--- config.mk ---
export PLATFORM = sky130hd
export DESIGN_NAME = oabp_desc_ring
export DESIGN_NICKNAME = d
export VERILOG_FILES = /design/src/hdl/oabp_pkg.sv /design/src/hdl/oabp_desc_ring.sv
export SDC_FILE = /design/constraint.sdc
export NUM_CORES = 1
export LEC_CHECK = 0
export BUFFER_PORTS_ARGS = -buffer_cell sky130_fd_sc_hd__buf_2
export CORE_MARGIN = 1
export CORE_UTILIZATION = 55
export DETAILED_ROUTE_END_ITERATION = 12
export PLACE_DENSITY = 0.83
export SLEW_MARGIN = 5
export SYNTH_ARGS = -nofsm -noshare
export SYNTH_HDL_FRONTEND = slang
export SYNTH_SLANG_ARGS = --single-unit
--- constraint.sdc ---
create_clock -name clk_i -period 4.85 [get_ports clk_i]
set_input_delay 0.2425 -clock clk_i [delete_from_list [all_inputs] [get_ports clk_i]]
set_output_delay 0.2425 -clock clk_i [all_outputs]
set_load 0.01 [all_outputs]
--- src/hdl/oabp_pkg.sv ---
`timescale 1ns / 1ps
package oabp_pkg;
  localparam int SAMPLE_WORDS_DEF = 65536;
  localparam int QUEUE_DEPTH_DEF = 16;
  localparam logic signed [17:0] SAT_POS = 18'sd32767;
  localparam logic signed [17:0] SAT_NEG = -18'sd32767;

  typedef enum logic [1:0] {
    MODE_WRITE   = 2'd0,
    MODE_ENQUEUE = 2'd1,
    MODE_CURSOR  = 2'd2,
    MODE_FETCH   = 2'd3
  } mode_e;

  typedef enum logic [1:0] {
    ST_OK    = 2'd0,
    ST_FULL  = 2'd1,
    ST_BAD   = 2'd2
  } status_e;

  typedef struct packed {
    logic [15:0] base;
    logic [15:0] frames;
    logic [15:0] align;
    logic        stereo;
  } desc_t;

  typedef enum logic [3:0] {
    S_IDLE, S_DESC, S_DWAIT, S_EVAL, S_RD0, S_RD1, S_RD2, S_RD3, S_MIX, S_OUT
  } state_e;

  function automatic logic signed [15:0] sat16(input logic signed [17:0] v);
    if (v > SAT_POS) return 16'sd32767;
    if (v < SAT_NEG) return -16'sd32767;
    return v[15:0];
  endfunction
endpackage

--- src/hdl/oabp_desc_ring.sv ---
`timescale 1ns / 1ps
module oabp_desc_ring #(
  parameter int QUEUE_DEPTH = 16,
  localparam int QW = (QUEUE_DEPTH > 1) ? $clog2(QUEUE_DEPTH) : 1
) (
  input  logic           clk_i,
  input  logic           we_i,
  input  logic [QW-1:0]  waddr_i,
  input  oabp_pkg::desc_t wdata_i,
  input  logic [QW-1:0]  raddr_i,
  output oabp_pkg::desc_t rdata_o
);
  import oabp_pkg::*;
  desc_t mem [QUEUE_DEPTH];
  always_ff @(posedge clk_i) begin
    if (we_i) mem[waddr_i] <= wdata_i;
    rdata_o <= mem[raddr_i];
  end
endmodule

# Yosys cells after proc, flatten, opt, wreduce, memory -nomap -nowiden

Memories as Yosys holds them, arrays and structs flattened. A register that Yosys moved wholly into a read port is not among the register bits.
Index checks and enable logic that the tools add are counted.

Shifts and indexed selects: 0
$add $sub $neg: 0
Multiplexer cells: 2
Div/mod/pow operators: 0
$mul: 0
Order comparisons: 0
Eq/ne operators: 0
Bitwise logic cells: 0
Reduce and logical (&&, ||, !) cells: 0

Operators with widths:

| operator | number |
|---|---|
| $mux 1   | 2 |

Logic and storage cells: 3
Bits in latches: 0
ROM bits: 0
Memories: 1
Register bits after elaboration: 0
Memory bits (writable): 784
Output and inout port bits: 49

Memories:

| memory | words | width | rd ports | clocked after memory_dff | write ports | RTL line             | text |
|---|---|---|---|---|---|---|---|
| mem    | 16    | 49    | 1        | 1                        | 1           | oabp_desc_ring.sv:14 | `desc_t mem [QUEUE_DEPTH];` |

# Longest topological paths before layout

Word-level depth: 2
Mapped depth: 6
Mapped depth without buffers: 3

# Worst setup path after synthesis

Ideal clock, no wire load.

Path kind: input -> register
Start: in waddr_i[2]
End: mem mem[0][0] (netlist bit), enable pin
Arrival: 4.100 ns
Buffers on the path: 0
Slack: 0.233 ns
Cell stages on the path: 2
Library setup time: 0.517 ns
Cell sequence: or3b_2 -> nor3_1

RTL lines:

| what               | RTL line             | text |
|---|---|---|
| start: declaration | oabp_desc_ring.sv:8  | `input logic [QW-1:0] waddr_i,` |
| end: declaration   | oabp_desc_ring.sv:14 |  |

Straight into the memory's write port.

# Worst setup path in the final report

Start: in waddr_i[2]
End: mem mem[1][42] (netlist bit), enable pin

Straight into the memory's write port.

==> metrics.log <==
INFO  metric route.vias.total = 14494
INFO  metric crit_start = waddr_i[2]
INFO  metric synth_edf_count = 784
INFO  metric synth_top_cell_by_area = edfxtp_1
INFO  metric whs = 0.02105 ns
INFO  metric post_synth.cell_area_avg = 23.92 um2
INFO  metric core_area = 0.05413 mm2
INFO  metric rsz0062_at_grt = false
INFO  metric sequential_cell_area = about 0.025 mm2
INFO  metric fmaxAchievable = 0.4789 GHz
INFO  metric grt_start_max_net_pins = 91
INFO  metric detail_route.wirelength = 68510 um
INFO  metric p_per_area = roughly 430 mW/mm2
INFO  metric layout-drive-gt1-share = 0.3058
INFO  metric leakagePower = ~11 nW
INFO  metric die-area = 0.05610 mm2
INFO  metric asyncSetResetFlopFracSynth = 0
INFO  metric cp_endpoint = mem[1][42]$_DFFE_PP_
INFO  metric tightest_slew = approximately 1.1 ns
INFO  metric cts.reportedPaths.clkPinSlew = 0.06 ns
INFO  metric h-tree-depth = 3
INFO  metric fin_nets = 1518
INFO  metric outcome = finished, final reports clean
INFO  metric place.detailed.hpwl = 33940 um
INFO  metric layout.cell_area.non_filler = 0.03470 mm2
INFO  metric yosys_most_used_dff = edfxtp_1
INFO  metric synth-warning-count = 0
INFO  metric clock_sink_count = 833
INFO  metric yosys.area.top_type_share = 0.7760
INFO  metric crit_path_start_kind = primary input
INFO  metric dr.first_iter.drc_count = 1840
INFO  metric crit-reg2reg-capture = rdata_o[36]$_DFF_P_
INFO  metric top_cells_by_area_synth = edfxtp_1 (78%), mux4_2 (15%), dfxtp_1 (3.2%)
INFO  metric worstSkewPairLatency = roughly 0.63 ns
INFO  metric ios = 108
INFO  metric numPortBuffers = around 110
INFO  metric cts_repair_resize_count = 0
INFO  metric drt-wirelength-per-cell = 30.80 um
INFO  metric setup-violations-final = 0
INFO  metric tritoncts = built
INFO  metric grt_antenna_before_repair = 3
INFO  metric worstHoldStart = wdata_i[1]
INFO  metric drcViolationCount = 0
INFO  metric number_of_global_route_vias_before_repair = 15368
INFO  metric power.total = 14.89 mW
INFO  metric synthMostInstantiatedCell = edfxtp_1
INFO  metric placed_cells_incl_taps = 2037
INFO  metric gp_congestion = 0.7449
INFO  metric synth_seq_area_share = 0.8084
INFO  metric gr-total-overflow = 0
INFO  metric worstHoldPathCells = 1
INFO  metric non_filler_cells_final = roughly 2200
INFO  metric vias_per_cell = ~6.5
INFO  metric peakVddDrop = 346.0 uV
INFO  metric number_of_instances_in_the_synthesized_netlist = approximately 1300
INFO  metric slew_viol_final = 0
INFO  metric synth_seq_cells = 833
INFO  metric ff2ff_setup_slack = 3.39 ns
INFO  metric layout_worst_path_cycle_share = 0.4306
INFO  metric synth_nets = 1327
INFO  metric finalHoldViolCount = 0
INFO  metric area.growth.synth_to_final = 14.39%
INFO  metric max_capacitance_violation_total = 0
INFO  metric ff2ff_path_depth = 3
INFO  metric setup_total_negative_slack = 0 ns
INFO  metric worst-path-max-fanout = 29
INFO  metric max_slew_margin = 0.2509
INFO  metric finalClockSkew = between 0.015 and 0.02 ns
INFO  metric yosysUniqueCellTypes = 18
INFO  metric worst_path_required_time = a little over 5 ns
INFO  metric multiInputGateArea = 0.005600 mm2
INFO  metric cp_data_arrival_time = about 2.4 ns
INFO  metric worstSetupPathType = in2reg
INFO  metric final_period_minus_worst_setup_slack = about 2.1 ns
INFO  metric clock_buffer_depth = 3
INFO  metric post_synth_most_frequent_cells = edfxtp_1 (784), mux4_2 (196), a22oi_1 (98)
INFO  metric layout.filler_cells = 3258
INFO  metric detailed_place.area = around 0.032 mm2
INFO  metric floorplan.die.height = 236.9 um
INFO  metric cts-root-buf = clkbuf_16
INFO  metric cts_inserted_buffers = 81
INFO  metric rows = 85
INFO  metric grt.total_usage = 0.2505
INFO  metric type_of_the_tightest_min_delay_check = in2reg
INFO  metric initial_core_util = 0.5604
INFO  metric crit-reg2reg-launch = mem[10][36]$_DFFE_PP_
INFO  metric synthesis.area = about 0.03 mm2
INFO  metric critical_path_sink_type = flip-flop
INFO  metric detail-route-antenna-nets = 0
INFO  metric detail_route.first_pass.iterations = 5
INFO  metric first_pass_grt_wire_length = approximately 100000 um
INFO  metric die_width = 236.9 um
==> kinds of logic (layout without fill, tap and decap cells) <==
kind of cell / after synthesis / in the layout / synth area share
DFF: 833 / 833 / 0.8084
muxes: 196 / 196 / 0.1455
AOI/OAI and AO/OA: 98 / 98 / 0.02425
and+or+nand+nor: 76 / 76 / 0.01043
buffers and inverters: 65 / 324 / 0.01142
other: 0 / 1 / 0
==> timing repair <==
item                      4_1_cts  5_1_grt
hold buffers                   35        0
hold endpoints to repair      482        0
buffers inserted                0        0
==> report_power, final <==
| part | leakage (nW) | switching, mW | internal, mW |
|---|---|---|---|
| clock | 1.23 | 2.66 | 3.37 |
| sequential | 7.50 | 0.0682 | 8.05 |
| combinational | 2.46 | 0.440 | 0.301 |
| total | 11.2 | 3.17 | 11.7 |
==> worst max-delay path: stages <==
cell	delay [ns]
buf_2	0.14
or3b_2	0.61
nor2_4	0.81
buf_4	0.52
==> through the flow <==
stage,setup WS [ns],utilization
final,2.762,0.6410
after global routing,2.724,0.6410
after CTS,2.808,0.6410
after detailed placement,2.198,0.5880
after global placement,2.289,0.5880
after floorplan,0.2330,-
==> final cells by class <==
class / instances / share of cell area
repair buffers: 173 / 0.03422
multi-input cells: 370 / 0.1614
clock buffers: 110 / 0.06332
well taps: 696 / 0.02510
clock inverters: 41 / 0.009194
diodes: 1 / 0.00007211
flip-flops and latches: 833 / 0.7067
==> sequential cells by signal, indices dropped and copies added, names as in the netlist <==
name     count
mem        784
rdata_o     49
==> worst min-delay path by stage <==
stage | to | slack (ns)
after global placement | mem[14][38]$_DFFE_PP_ | 0.61
after floorplan | mem[0][0]$_DFFE_PP_ | 0.34
final | mem[6][1]$_DFFE_PP_ | 0.02
after CTS | mem[1][40]$_DFFE_PP_ | 0.002
after detailed placement | mem[12][34]$_DFFE_PP_ | 0.62
after global routing | mem[9][24]$_DFFE_PP_ | 0.01
==> layer usage <==
| layer | GRT usage | share of wire | vias to the layer above |
|---|---|---|---|
| met5 | 0 | 0.00039 | - |
| met4 | 0.09288 | 0.032 | 4 |
| met3 | 0.05467 | 0.10 | 154 |
| met2 | 0.4057 | 0.50 | 978 |
| met1 | 0.3386 | 0.37 | 7552 |
| li1 | - | - | 5806 |
==> cells in the final DEF (no fill, tap or decap), drive strengths merged <==
cell type / instances
edfxtp: 784
mux4: 196
buf: 137
clkbuf: 111
a22oi: 98
nand2: 50
dfxtp: 49
dlygate4sd3: 35
clkinv: 30
nor2: 13
inv: 7
nor3: 4
bufinv: 3
nor2b: 2
nand3b: 2
nand2b: 2
diode: 1
and2: 1
nand3: 1
or3b: 1
clkinvlp: 1
No activity file was read; power rests on OpenSTA's default activity.
